--- config.mk ---
export PLATFORM = sky130hd
export DESIGN_NAME = input_trim_noise_gate
export DESIGN_NICKNAME = d
export VERILOG_FILES = /design/src/hw/rtl/itng_pkg.sv /design/src/hw/rtl/itng_div.sv /design/src/hw/rtl/itng_ctrl.sv /design/src/hw/rtl/itng_dp.sv /design/src/hw/rtl/input_trim_noise_gate.sv
export SDC_FILE = /design/constraint.sdc
export NUM_CORES = 2
export LEC_CHECK = 0
export BUFFER_PORTS_ARGS = -buffer_cell sky130_fd_sc_hd__buf_2
export CELL_PAD_IN_SITES_DETAIL_PLACEMENT = 2
export CELL_PAD_IN_SITES_GLOBAL_PLACEMENT = 2
export CORE_MARGIN = 2
export CORE_UTILIZATION = 39
export CTS_CLUSTER_SIZE = 40
export DETAILED_ROUTE_END_ITERATION = 10
export PLACE_DENSITY_LB_ADDON = 0.25
export RECOVER_POWER = 50
export REMOVE_ABC_BUFFERS = 1
export SLEW_MARGIN = 20
export SYNTH_ARGS = -nofsm -noshare
export SYNTH_HDL_FRONTEND = slang
export SYNTH_HIERARCHICAL = 1
export SYNTH_SLANG_ARGS = --single-unit
--- constraint.sdc ---
create_clock -name clk_i -period 8.4 [get_ports clk_i]
set_input_delay 1.68 -clock clk_i [delete_from_list [all_inputs] [get_ports clk_i]]
set_output_delay 1.68 -clock clk_i [all_outputs]
set_load 0.01 [all_outputs]
--- src/hw/rtl/itng_pkg.sv ---
// shared constants, codes and types of the input trim and noise gate
package itng_pkg;

  localparam int SAMPLE_BITS  = 24;
  localparam int COEFF_BITS   = 16;
  localparam int RAMP_BITS    = 16;
  localparam int GAIN_FRAC    = SAMPLE_BITS - 4;
  localparam int THR_BITS     = SAMPLE_BITS - 1;
  localparam int MUL_BITS     = SAMPLE_BITS + 1;
  localparam int PROD_BITS    = 2 * MUL_BITS;
  localparam int ENV_SUM_BITS = THR_BITS + COEFF_BITS + 2;
  localparam int DIV_CNT_BITS = $clog2(SAMPLE_BITS + 1);
  localparam int CFG_IDX_BITS = 3;
  localparam int CFG_DATA_BITS = SAMPLE_BITS;

  localparam logic [SAMPLE_BITS-1:0] GAIN_RESET    = SAMPLE_BITS'(1) << GAIN_FRAC;
  localparam logic [THR_BITS-1:0]    THR_RESET     = THR_BITS'(83886);
  localparam logic [COEFF_BITS-1:0]  ATTACK_RESET  = COEFF_BITS'(64184);
  localparam logic [COEFF_BITS-1:0]  RELEASE_RESET = COEFF_BITS'(65522);
  localparam logic [RAMP_BITS-1:0]   RAMP_RESET    = RAMP_BITS'(960);

  typedef enum logic [CFG_IDX_BITS-1:0] {
    REG_TRIM_GAIN      = 3'd0,
    REG_GATE_THRESHOLD = 3'd1,
    REG_GATE_ENABLE    = 3'd2,
    REG_ATTACK_COEFF   = 3'd3,
    REG_RELEASE_COEFF  = 3'd4,
    REG_RAMP_STEPS     = 3'd5
  } cfg_idx_e;

  typedef enum logic [2:0] {
    S_IDLE,
    S_MULG,
    S_SAT,
    S_MULE,
    S_FIN
  } state_e;

  typedef struct packed {
    logic load;
    logic mul_en;
    logic mul_env;
    logic sat_en;
    logic fin_en;
  } cmd_t;

  typedef struct packed {
    logic div_busy;
    logic out_full;
  } status_t;

endpackage

--- src/hw/rtl/itng_div.sv ---
// restoring divider, one quotient bit per cycle, quotient truncated toward zero
module itng_div (
  input  logic                                 clk_i,
  input  logic                                 rst_ni,
  input  logic                                 start_i,
  input  logic [itng_pkg::SAMPLE_BITS-1:0]     num_i,
  input  logic [itng_pkg::RAMP_BITS-1:0]       den_i,
  input  logic                                 neg_i,
  output logic                                 busy_o,
  output logic signed [itng_pkg::SAMPLE_BITS:0] quot_o
);

  logic [itng_pkg::SAMPLE_BITS-1:0]  acc_q;
  logic [itng_pkg::RAMP_BITS-1:0]    rem_q;
  logic [itng_pkg::RAMP_BITS-1:0]    den_q;
  logic                              neg_q;
  logic [itng_pkg::DIV_CNT_BITS-1:0] cnt_q;
  logic [itng_pkg::RAMP_BITS:0]      shifted;
  logic [itng_pkg::RAMP_BITS:0]      trial;
  logic signed [itng_pkg::SAMPLE_BITS:0] mag;

  assign shifted = {rem_q, acc_q[itng_pkg::SAMPLE_BITS-1]};
  assign trial   = shifted - {1'b0, den_q};
  assign busy_o  = (cnt_q != '0);
  assign mag     = $signed({1'b0, acc_q});
  assign quot_o  = neg_q ? -mag : mag;

  always_ff @(posedge clk_i or negedge rst_ni) begin
    if (!rst_ni) begin
      cnt_q <= '0;
    end else if (start_i) begin
      cnt_q <= itng_pkg::DIV_CNT_BITS'(itng_pkg::SAMPLE_BITS);
    end else if (cnt_q != '0) begin
      cnt_q <= cnt_q - 1'b1;
    end
  end

  always_ff @(posedge clk_i) begin
    if (start_i) begin
      acc_q <= num_i;
      rem_q <= '0;
      den_q <= den_i;
      neg_q <= neg_i;
    end else if (cnt_q != '0) begin
      acc_q <= {acc_q[itng_pkg::SAMPLE_BITS-2:0], ~trial[itng_pkg::RAMP_BITS]};
      rem_q <= trial[itng_pkg::RAMP_BITS] ? shifted[itng_pkg::RAMP_BITS-1:0]
                                          : trial[itng_pkg::RAMP_BITS-1:0];
    end
  end

endmodule

--- src/hw/rtl/itng_ctrl.sv ---
// sequencer for one item: gain multiply, saturate, envelope multiply, finish
module itng_ctrl (
  input  logic              clk_i,
  input  logic              rst_ni,
  input  logic              in_valid_i,
  output logic              in_ready_o,
  input  itng_pkg::status_t status_i,
  output itng_pkg::cmd_t    cmd_o
);

  itng_pkg::state_e state_q, state_d;

  always_ff @(posedge clk_i or negedge rst_ni) begin
    if (!rst_ni) begin
      state_q <= itng_pkg::S_IDLE;
    end else begin
      state_q <= state_d;
    end
  end

  always_comb begin
    state_d = state_q;
    unique case (state_q)
      itng_pkg::S_IDLE: begin
        if (in_valid_i && !status_i.div_busy) state_d = itng_pkg::S_MULG;
      end
      itng_pkg::S_MULG: state_d = itng_pkg::S_SAT;
      itng_pkg::S_SAT:  state_d = itng_pkg::S_MULE;
      itng_pkg::S_MULE: state_d = itng_pkg::S_FIN;
      itng_pkg::S_FIN: begin
        if (!status_i.out_full) state_d = itng_pkg::S_IDLE;
      end
      default: state_d = itng_pkg::S_IDLE;
    endcase
  end

  always_comb begin
    in_ready_o = 1'b0;
    cmd_o      = '0;
    unique case (state_q)
      itng_pkg::S_IDLE: begin
        in_ready_o = !status_i.div_busy;
        cmd_o.load = in_valid_i && !status_i.div_busy;
      end
      itng_pkg::S_MULG: cmd_o.mul_en = 1'b1;
      itng_pkg::S_SAT:  cmd_o.sat_en = 1'b1;
      itng_pkg::S_MULE: begin
        cmd_o.mul_en  = 1'b1;
        cmd_o.mul_env = 1'b1;
      end
      itng_pkg::S_FIN:  cmd_o.fin_en = !status_i.out_full;
      default: ;
    endcase
  end

  a_accept_starts: assert property (@(posedge clk_i) disable iff (!rst_ni)
    in_valid_i && in_ready_o |=> state_q == itng_pkg::S_MULG)
    else $error("accepted item did not start the gain multiply");

  a_fin_returns: assert property (@(posedge clk_i) disable iff (!rst_ni)
    state_q == itng_pkg::S_FIN && !status_i.out_full |=> state_q == itng_pkg::S_IDLE)
    else $error("finish step did not return to idle");

  a_no_accept_while_dividing: assert property (@(posedge clk_i) disable iff (!rst_ni)
    status_i.div_busy |-> !in_ready_o)
    else $error("item taken while a ramp increment is still being divided");

endmodule

--- src/hw/rtl/itng_dp.sv ---
// datapath: settings, ramps, shared multiplier, envelope follower, output register
module itng_dp (
  input  logic                                    clk_i,
  input  logic                                    rst_ni,
  input  logic                                    cfg_we_i,
  input  logic [itng_pkg::CFG_IDX_BITS-1:0]       cfg_addr_i,
  input  logic [itng_pkg::CFG_DATA_BITS-1:0]      cfg_data_i,
  input  logic signed [itng_pkg::SAMPLE_BITS-1:0] sample_in_i,
  input  logic                                    out_ready_i,
  input  itng_pkg::cmd_t                          cmd_i,
  output itng_pkg::status_t                       status_o,
  output logic                                    out_valid_o,
  output logic signed [itng_pkg::SAMPLE_BITS-1:0] sample_out_o,
  output logic                                    gate_open_o
);

  localparam int SB = itng_pkg::SAMPLE_BITS;
  localparam int TB = itng_pkg::THR_BITS;
  localparam int CB = itng_pkg::COEFF_BITS;
  localparam int RB = itng_pkg::RAMP_BITS;
  localparam int MB = itng_pkg::MUL_BITS;
  localparam int PB = itng_pkg::PROD_BITS;
  localparam int EB = itng_pkg::ENV_SUM_BITS;
  localparam int GF = itng_pkg::GAIN_FRAC;

  // settings
  logic [SB-1:0] trim_gain_q;
  logic [TB-1:0] gate_thr_q;
  logic          gate_en_q;
  logic [CB-1:0] attack_q;
  logic [CB-1:0] release_q;
  logic [RB-1:0] ramp_steps_q;

  // ramp state
  logic [SB-1:0] gain_now_q, gain_now_d;
  logic [RB-1:0] gain_left_q, gain_left_d;
  logic [TB-1:0] thr_now_q, thr_now_d;
  logic [RB-1:0] thr_left_q, thr_left_d;
  logic [TB-1:0] env_q;

  // item pipeline
  logic signed [SB-1:0] sample_q;
  logic signed [PB-1:0] prod_q;
  logic signed [SB-1:0] y_q;
  logic [TB-1:0]        level_q;
  logic signed [SB-1:0] diff_q;
  logic [CB-1:0]        coef_q;
  logic                 out_valid_q;
  logic signed [SB-1:0] out_sample_q;
  logic                 out_open_q;

  // dividers
  logic                 gdiv_start, tdiv_start, gdiv_busy, tdiv_busy;
  logic [SB-1:0]        gdiv_num, tdiv_num;
  logic                 gdiv_neg, tdiv_neg;
  logic signed [SB:0]   gain_inc, thr_quot;
  logic signed [TB:0]   thr_inc;

  logic                 gain_wr, thr_wr;
  logic signed [SB+1:0] gdiff, tdiff, gsum, tsum;
  logic signed [SB+1:0] gdiff_abs, tdiff_abs;

  logic signed [MB-1:0] mul_a, mul_b;
  logic signed [PB-1:0] rnd, rsh;
  logic signed [SB-1:0] y_sat, y_abs;
  logic [TB-1:0]        level;
  logic signed [EB-1:0] env_sum;
  logic [TB-1:0]        env_new;
  logic                 open_new;

  // target writes and divider starts
  assign gain_wr = cfg_we_i && (cfg_addr_i == itng_pkg::REG_TRIM_GAIN)
                   && (cfg_data_i != trim_gain_q);
  assign thr_wr  = cfg_we_i && (cfg_addr_i == itng_pkg::REG_GATE_THRESHOLD)
                   && (cfg_data_i[TB-1:0] != gate_thr_q);

  assign gdiff     = $signed({2'b00, cfg_data_i}) - $signed({2'b00, gain_now_q});
  assign tdiff     = $signed({3'b000, cfg_data_i[TB-1:0]}) - $signed({3'b000, thr_now_q});
  assign gdiff_abs = gdiff[SB+1] ? -gdiff : gdiff;
  assign tdiff_abs = tdiff[SB+1] ? -tdiff : tdiff;
  assign gdiv_num  = gdiff_abs[SB-1:0];
  assign tdiv_num  = tdiff_abs[SB-1:0];
  assign gdiv_neg  = gdiff[SB+1];
  assign tdiv_neg  = tdiff[SB+1];
  assign gdiv_start = gain_wr && (ramp_steps_q != '0);
  assign tdiv_start = thr_wr && (ramp_steps_q != '0);
  assign thr_inc   = thr_quot[TB:0];

  itng_div u_gain_div (
    .clk_i   (clk_i),
    .rst_ni  (rst_ni),
    .start_i (gdiv_start),
    .num_i   (gdiv_num),
    .den_i   (ramp_steps_q),
    .neg_i   (gdiv_neg),
    .busy_o  (gdiv_busy),
    .quot_o  (gain_inc)
  );

  itng_div u_thr_div (
    .clk_i   (clk_i),
    .rst_ni  (rst_ni),
    .start_i (tdiv_start),
    .num_i   (tdiv_num),
    .den_i   (ramp_steps_q),
    .neg_i   (tdiv_neg),
    .busy_o  (tdiv_busy),
    .quot_o  (thr_quot)
  );

  // settings registers
  always_ff @(posedge clk_i or negedge rst_ni) begin
    if (!rst_ni) begin
      trim_gain_q  <= itng_pkg::GAIN_RESET;
      gate_thr_q   <= itng_pkg::THR_RESET;
      gate_en_q    <= 1'b0;
      attack_q     <= itng_pkg::ATTACK_RESET;
      release_q    <= itng_pkg::RELEASE_RESET;
      ramp_steps_q <= itng_pkg::RAMP_RESET;
    end else if (cfg_we_i) begin
      unique case (cfg_addr_i)
        itng_pkg::REG_TRIM_GAIN:      trim_gain_q  <= cfg_data_i;
        itng_pkg::REG_GATE_THRESHOLD: gate_thr_q   <= cfg_data_i[TB-1:0];
        itng_pkg::REG_GATE_ENABLE:    gate_en_q    <= cfg_data_i[0];
        itng_pkg::REG_ATTACK_COEFF:   attack_q     <= cfg_data_i[CB-1:0];
        itng_pkg::REG_RELEASE_COEFF:  release_q    <= cfg_data_i[CB-1:0];
        itng_pkg::REG_RAMP_STEPS:     ramp_steps_q <= cfg_data_i[RB-1:0];
        default: ;
      endcase
    end
  end

  // gain ramp: steps once per accepted item, before the multiply
  assign gsum = $signed({2'b00, gain_now_q}) + (SB + 2)'(gain_inc);

  always_comb begin
    gain_now_d  = gain_now_q;
    gain_left_d = gain_left_q;
    if (gain_wr) begin
      if (ramp_steps_q == '0) begin
        gain_now_d  = cfg_data_i;
        gain_left_d = '0;
      end else begin
        gain_left_d = ramp_steps_q;
      end
    end else if (cmd_i.load && (gain_left_q != '0)) begin
      gain_left_d = gain_left_q - 1'b1;
      gain_now_d  = (gain_left_q == RB'(1)) ? trim_gain_q : gsum[SB-1:0];
    end
  end

  // threshold ramp: steps only on items seen while the gate is enabled
  assign tsum = $signed({3'b000, thr_now_q}) + (SB + 2)'(thr_inc);

  always_comb begin
    thr_now_d  = thr_now_q;
    thr_left_d = thr_left_q;
    if (thr_wr) begin
      if (ramp_steps_q == '0) begin
        thr_now_d  = cfg_data_i[TB-1:0];
        thr_left_d = '0;
      end else begin
        thr_left_d = ramp_steps_q;
      end
    end else if (cmd_i.sat_en && gate_en_q && (thr_left_q != '0)) begin
      thr_left_d = thr_left_q - 1'b1;
      thr_now_d  = (thr_left_q == RB'(1)) ? gate_thr_q : tsum[TB-1:0];
    end
  end

  always_ff @(posedge clk_i or negedge rst_ni) begin
    if (!rst_ni) begin
      gain_now_q  <= itng_pkg::GAIN_RESET;
      gain_left_q <= '0;
      thr_now_q   <= itng_pkg::THR_RESET;
      thr_left_q  <= '0;
      env_q       <= '0;
    end else begin
      gain_now_q  <= gain_now_d;
      gain_left_q <= gain_left_d;
      thr_now_q   <= thr_now_d;
      thr_left_q  <= thr_left_d;
      if (cmd_i.fin_en && gate_en_q) begin
        env_q <= env_new;
      end
    end
  end

  // shared multiplier: sample times gain, then coefficient times envelope step
  assign mul_a = cmd_i.mul_env ? MB'(diff_q) : MB'(sample_q);
  assign mul_b = cmd_i.mul_env ? $signed(MB'(coef_q)) : $signed({1'b0, gain_now_q});

  // round to nearest, ties up, then saturate
  assign rnd = prod_q + (PB'(1) <<< (GF - 1));
  assign rsh = rnd >>> GF;

  always_comb begin
    if (rsh[PB-1:SB-1] == '0 || rsh[PB-1:SB-1] == '1) begin
      y_sat = rsh[SB-1:0];
    end else if (rsh[PB-1]) begin
      y_sat = {1'b1, {(SB-1){1'b0}}};
    end else begin
      y_sat = {1'b0, {(SB-1){1'b1}}};
    end
  end

  assign y_abs = y_sat[SB-1] ? -y_sat : y_sat;
  assign level = y_abs[SB-1] ? {TB{1'b1}} : y_abs[TB-1:0];

  // env_new = level + c * (env - level), rounded
  assign env_sum  = $signed({2'b00, level_q, {CB{1'b0}}}) + EB'(prod_q)
                    + $signed(EB'(1) << (CB - 1));
  assign env_new  = env_sum[CB +: TB];
  assign open_new = !gate_en_q || (env_new > thr_now_q);

  always_ff @(posedge clk_i) begin
    if (cmd_i.load) begin
      sample_q <= sample_in_i;
    end
    if (cmd_i.mul_en) begin
      prod_q <= mul_a * mul_b;
    end
    if (cmd_i.sat_en) begin
      y_q     <= y_sat;
      level_q <= level;
      diff_q  <= $signed({1'b0, env_q}) - $signed({1'b0, level});
      coef_q  <= (level > env_q) ? attack_q : release_q;
    end
    if (cmd_i.fin_en) begin
      out_sample_q <= open_new ? y_q : '0;
      out_open_q   <= open_new;
    end
  end

  always_ff @(posedge clk_i or negedge rst_ni) begin
    if (!rst_ni) begin
      out_valid_q <= 1'b0;
    end else if (cmd_i.fin_en) begin
      out_valid_q <= 1'b1;
    end else if (out_ready_i) begin
      out_valid_q <= 1'b0;
    end
  end

  assign status_o.div_busy = gdiv_busy || tdiv_busy;
  assign status_o.out_full = out_valid_q && !out_ready_i;
  assign out_valid_o       = out_valid_q;
  assign sample_out_o      = out_sample_q;
  assign gate_open_o       = out_open_q;

  a_muted_is_zero: assert property (@(posedge clk_i) disable iff (!rst_ni)
    out_valid_o && !gate_open_o |-> sample_out_o == '0)
    else $error("muted item carries a nonzero sample");

  a_bypass_open: assert property (@(posedge clk_i) disable iff (!rst_ni)
    cmd_i.fin_en && !gate_en_q |=> gate_open_o)
    else $error("gate closed while disabled");

  a_gain_holds: assert property (@(posedge clk_i) disable iff (!rst_ni)
    !cfg_we_i && gain_left_q == '0 |=> $stable(gain_now_q))
    else $error("gain moved with no ramp running");

endmodule

--- src/hw/rtl/input_trim_noise_gate.sv ---
// input trim with ramped gain, envelope follower and noise gate: top level
// a result passes through the gain multiply, saturate, envelope multiply and finish steps before it is shown
// a new item is taken only once the sequencer is back in idle after the last one, since the multiplier is shared
// a trim or threshold write that starts a ramp holds off items while the increment divider is busy
// reset: asynchronous active-low; settings and ramps return to defaults, envelope to zero
// configuration writes are taken on any cycle with no wait
module input_trim_noise_gate (
  input  logic                                        clk_i,
  input  logic                                        rst_ni,
  input  logic                                        cfg_we_i,
  input  logic [itng_pkg::CFG_IDX_BITS-1:0]           cfg_addr_i,
  input  logic [itng_pkg::CFG_DATA_BITS-1:0]          cfg_data_i,
  input  logic                                        in_valid_i,
  output logic                                        in_ready_o,
  input  logic signed [itng_pkg::SAMPLE_BITS-1:0]     sample_in_i,
  output logic                                        out_valid_o,
  input  logic                                        out_ready_i,
  output logic signed [itng_pkg::SAMPLE_BITS-1:0]     sample_out_o,
  output logic                                        gate_open_o
);

  itng_pkg::cmd_t    cmd;
  itng_pkg::status_t status;

  itng_ctrl u_ctrl (
    .clk_i      (clk_i),
    .rst_ni     (rst_ni),
    .in_valid_i (in_valid_i),
    .in_ready_o (in_ready_o),
    .status_i   (status),
    .cmd_o      (cmd)
  );

  itng_dp u_dp (
    .clk_i        (clk_i),
    .rst_ni       (rst_ni),
    .cfg_we_i     (cfg_we_i),
    .cfg_addr_i   (cfg_addr_i),
    .cfg_data_i   (cfg_data_i),
    .sample_in_i  (sample_in_i),
    .out_ready_i  (out_ready_i),
    .cmd_i        (cmd),
    .status_o     (status),
    .out_valid_o  (out_valid_o),
    .sample_out_o (sample_out_o),
    .gate_open_o  (gate_open_o)
  );

endmodule

==> impl_metrics.ini <==
[worst_setup_path]
r2r-start = u_ctrl/state_q[2]$_DFFE_PN0P_
ff2ff_setup_slack_ps = -80
cp-end-kind = flop
arrival_ps = 8900
critical-path-slowest-cell = fa_1
cp_num_cells = 30
ff2ff_path_depth = 30
critical_path.startpoint_type = flop
worstPathMaxFanout = 10
cpPeakStageDelay_ps = 580
worstSetupPathType = reg2reg
cp.required_ps = 8830
path_buf_inv = 9
r2r-end = u_dp/prod_q[46]$_DFFE_PP_
cp-endpoint = u_dp/prod_q[46]$_DFFE_PP_
critical_path.most_common_cell = fa_1
cpLargestDelayFamily = adder cells
cp-startpoint = u_ctrl/state_q[2]$_DFFE_PN0P_

[placed_design]
place.gp.congestion = 0.910
io_buffers = 82
dp_hpwl_um = 162000
place_ws_ps = -368

[drt]
post_drt_wl_per_cell_um = 27.4
routed_wl_um = 211000
drt_pre_antenna_iters = 8
via_per_inst = 5.67
drcViolationCount = 0
ant_nets = 0
drt-initial-drc-count = 2965
via_count = 43593

[run_status]
status = finished, violations left
violations = max-capacitance violations, max-slew violations, negative setup slack

[sta]
setup_tns_ps = -80.4
fmax_mhz = 118
maxSlewHeadroom_pct = -256
timing.final.crit_share_pct = 101
finalWorstSetupSlack_ps = -75.3
fin_crit_ps = 8480
hold_viol = 0
holdWs_ps = 496
slew_viol_final = 109
worst_pin_slew_ps = 5350
setup_viol = 2
fin_skew_ps = 45.9

[clock_network]
clk_latency_ps = 700
cts_made_buffers = 67
clk_path_buf_depth = 3
clock_sinks = 497
tritoncts = done
clk_pin_slew_ps = 60
htree_num_levels = 3
cts_root_buffer = clkbuf_16
hold_buffers = 0

[floorplan]
core_mm2 = 0.136
rows = 135
pin_count = 83
die_h_um = 375
die_w_um = 375
fp.dieArea_mm2 = 0.140
start_util_pct = 39.4

[grt]
grt_first_pass_wirelength_um = 310000
grt_overflow = 0
grt_start_max_net_pins = 128
first_global_vias = 49317
antenna_found_initial = 10
grt_usage_pct = 29.1

[layout]
drive_gt1_share_pct = 15.3
area_growth_pct = 13.5
final_net_count = 6865
num-fill-cells = 14359
final_util_pct = 44.7

[yosys]
yosysWarnings = 6
synthCells = 5601
postSynthAreaPerCell_um2 = 9.56
syn-cell-area_mm2 = 0.0536

[min_path]
hp-class = reg2reg

[job]
drv_cap = 2
[tightest hold or removal path, delay by kind of cell, from the launching register on]
kind	cells	cell delay, ps
AND/OR/NAND/NOR	1	50
flip-flops	1	370
AO/OA/AOI/OAI	1	70
[layout by cell type, fill, tap and decap left out, types with 36 or more instances in the layout]
master	n
a211oi_1	47
a21o_1	77
a21oi_1	230
and2_1	115
buf_2	78
buf_4	242
clkbuf_16	70
dfrtp_1	160
dfstp_2	45
edfxtp_1	253
fa_1	609
ha_1	342
inv_1	832
mux2_2	182
nand2_1	447
nand2b_1	66
nand3_1	62
nor2_1	527
nor2b_1	47
nor3_1	55
o211ai_1	39
o21a_1	52
o21ai_0	186
o31ai_1	36
or2_2	48
xnor2_1	236
xor2_1	144
[worst min-delay path by stage]
stage                                        startpoint                             to  slack [ps]  depth (start not counted)
after floorplan            u_dp/attack_q[0]$_DFFE_PN0P_   u_dp/attack_q[0]$_DFFE_PN0P_         440                          2
after global placement        u_dp/env_q[0]$_DFFE_PN0P_      u_dp/env_q[0]$_DFFE_PN0P_         470                          2
after detailed placement  u_dp/thr_now_q[9]$_DFFE_PN1P_  u_dp/thr_now_q[9]$_DFFE_PN1P_         490                          2
after CTS                 u_dp/thr_now_q[9]$_DFFE_PN1P_  u_dp/thr_now_q[9]$_DFFE_PN1P_         500                          2
after global routing      u_dp/thr_now_q[2]$_DFFE_PN1P_  u_dp/thr_now_q[2]$_DFFE_PN1P_         530                          2
final                     u_dp/thr_now_q[8]$_DFFE_PN1P_  u_dp/thr_now_q[8]$_DFFE_PN1P_         500                          2
[metal layers]
layer | track usage (%) | vias up | part of all wire (%)
li1 | - | 18930 | -
met1 | 39.5 | 23046 | 43
met2 | 47.4 | 1230 | 47
met3 | 3.60 | 387 | 5.2
met4 | 10.9 | 0 | 4.4
met5 | 0 | - | 0
[timing repair]
item,4_1_cts,5_1_grt
pin swaps,3,24
gates cloned,2,3
endpoints found under the setup margin,9,27
buffers inserted,3,19
hold endpoints to repair,0,0
resized for setup,19,98
[area by class of cell]
| type | count | area (um2) | share of cell area (%) |
|---|---|---|---|
| timing repair buffer | 368 | 2970 | 4.89 |
| tap | 1781 | 2230 | 3.67 |
| inverter | 838 | 3150 | 5.18 |
| clock buffer | 98 | 1900 | 3.13 |
| antenna | 6 | 15.0 | 0.0247 |
| multi-input combinational | 4069 | 36500 | 60.1 |
| clock inverter | 26 | 380 | 0.626 |
| sequential | 497 | 13600 | 22.4 |
[stage by stage]
step	std cells	instance area, um2
finish	7683	60800
detailed placement	7526	57800
CTS	7655	60200
floorplan	5402	52800
global placement	7526	57800
global route	7679	60800
[flip-flops by register name (all words and copies together) (netlist names), 16 cells and up]
signal,count
u_dp/gain_now_q,24
u_dp/thr_left_q,16
u_dp/attack_q,16
u_dp/sample_out_o,24
u_dp/sample_q,24
u_dp/thr_now_q,23
u_dp/gate_thr_q,23
u_dp/u_gain_div/rem_q,16
u_dp/y_q,24
u_dp/u_thr_div/acc_q,24
u_dp/coef_q,16
u_dp/level_q,23
u_dp/release_q,16
u_dp/gain_left_q,16
u_dp/u_thr_div/den_q,16
u_dp/env_q,23
u_dp/diff_q,24
u_dp/u_gain_div/den_q,16
u_dp/u_thr_div/rem_q,16
u_dp/trim_gain_q,24
u_dp/ramp_steps_q,16
u_dp/prod_q,35
u_dp/u_gain_div/acc_q,24
Power is left out: the tool's default activity adds up to more than one toggle a clock period on the data nets, which glitch-free logic cannot reach.
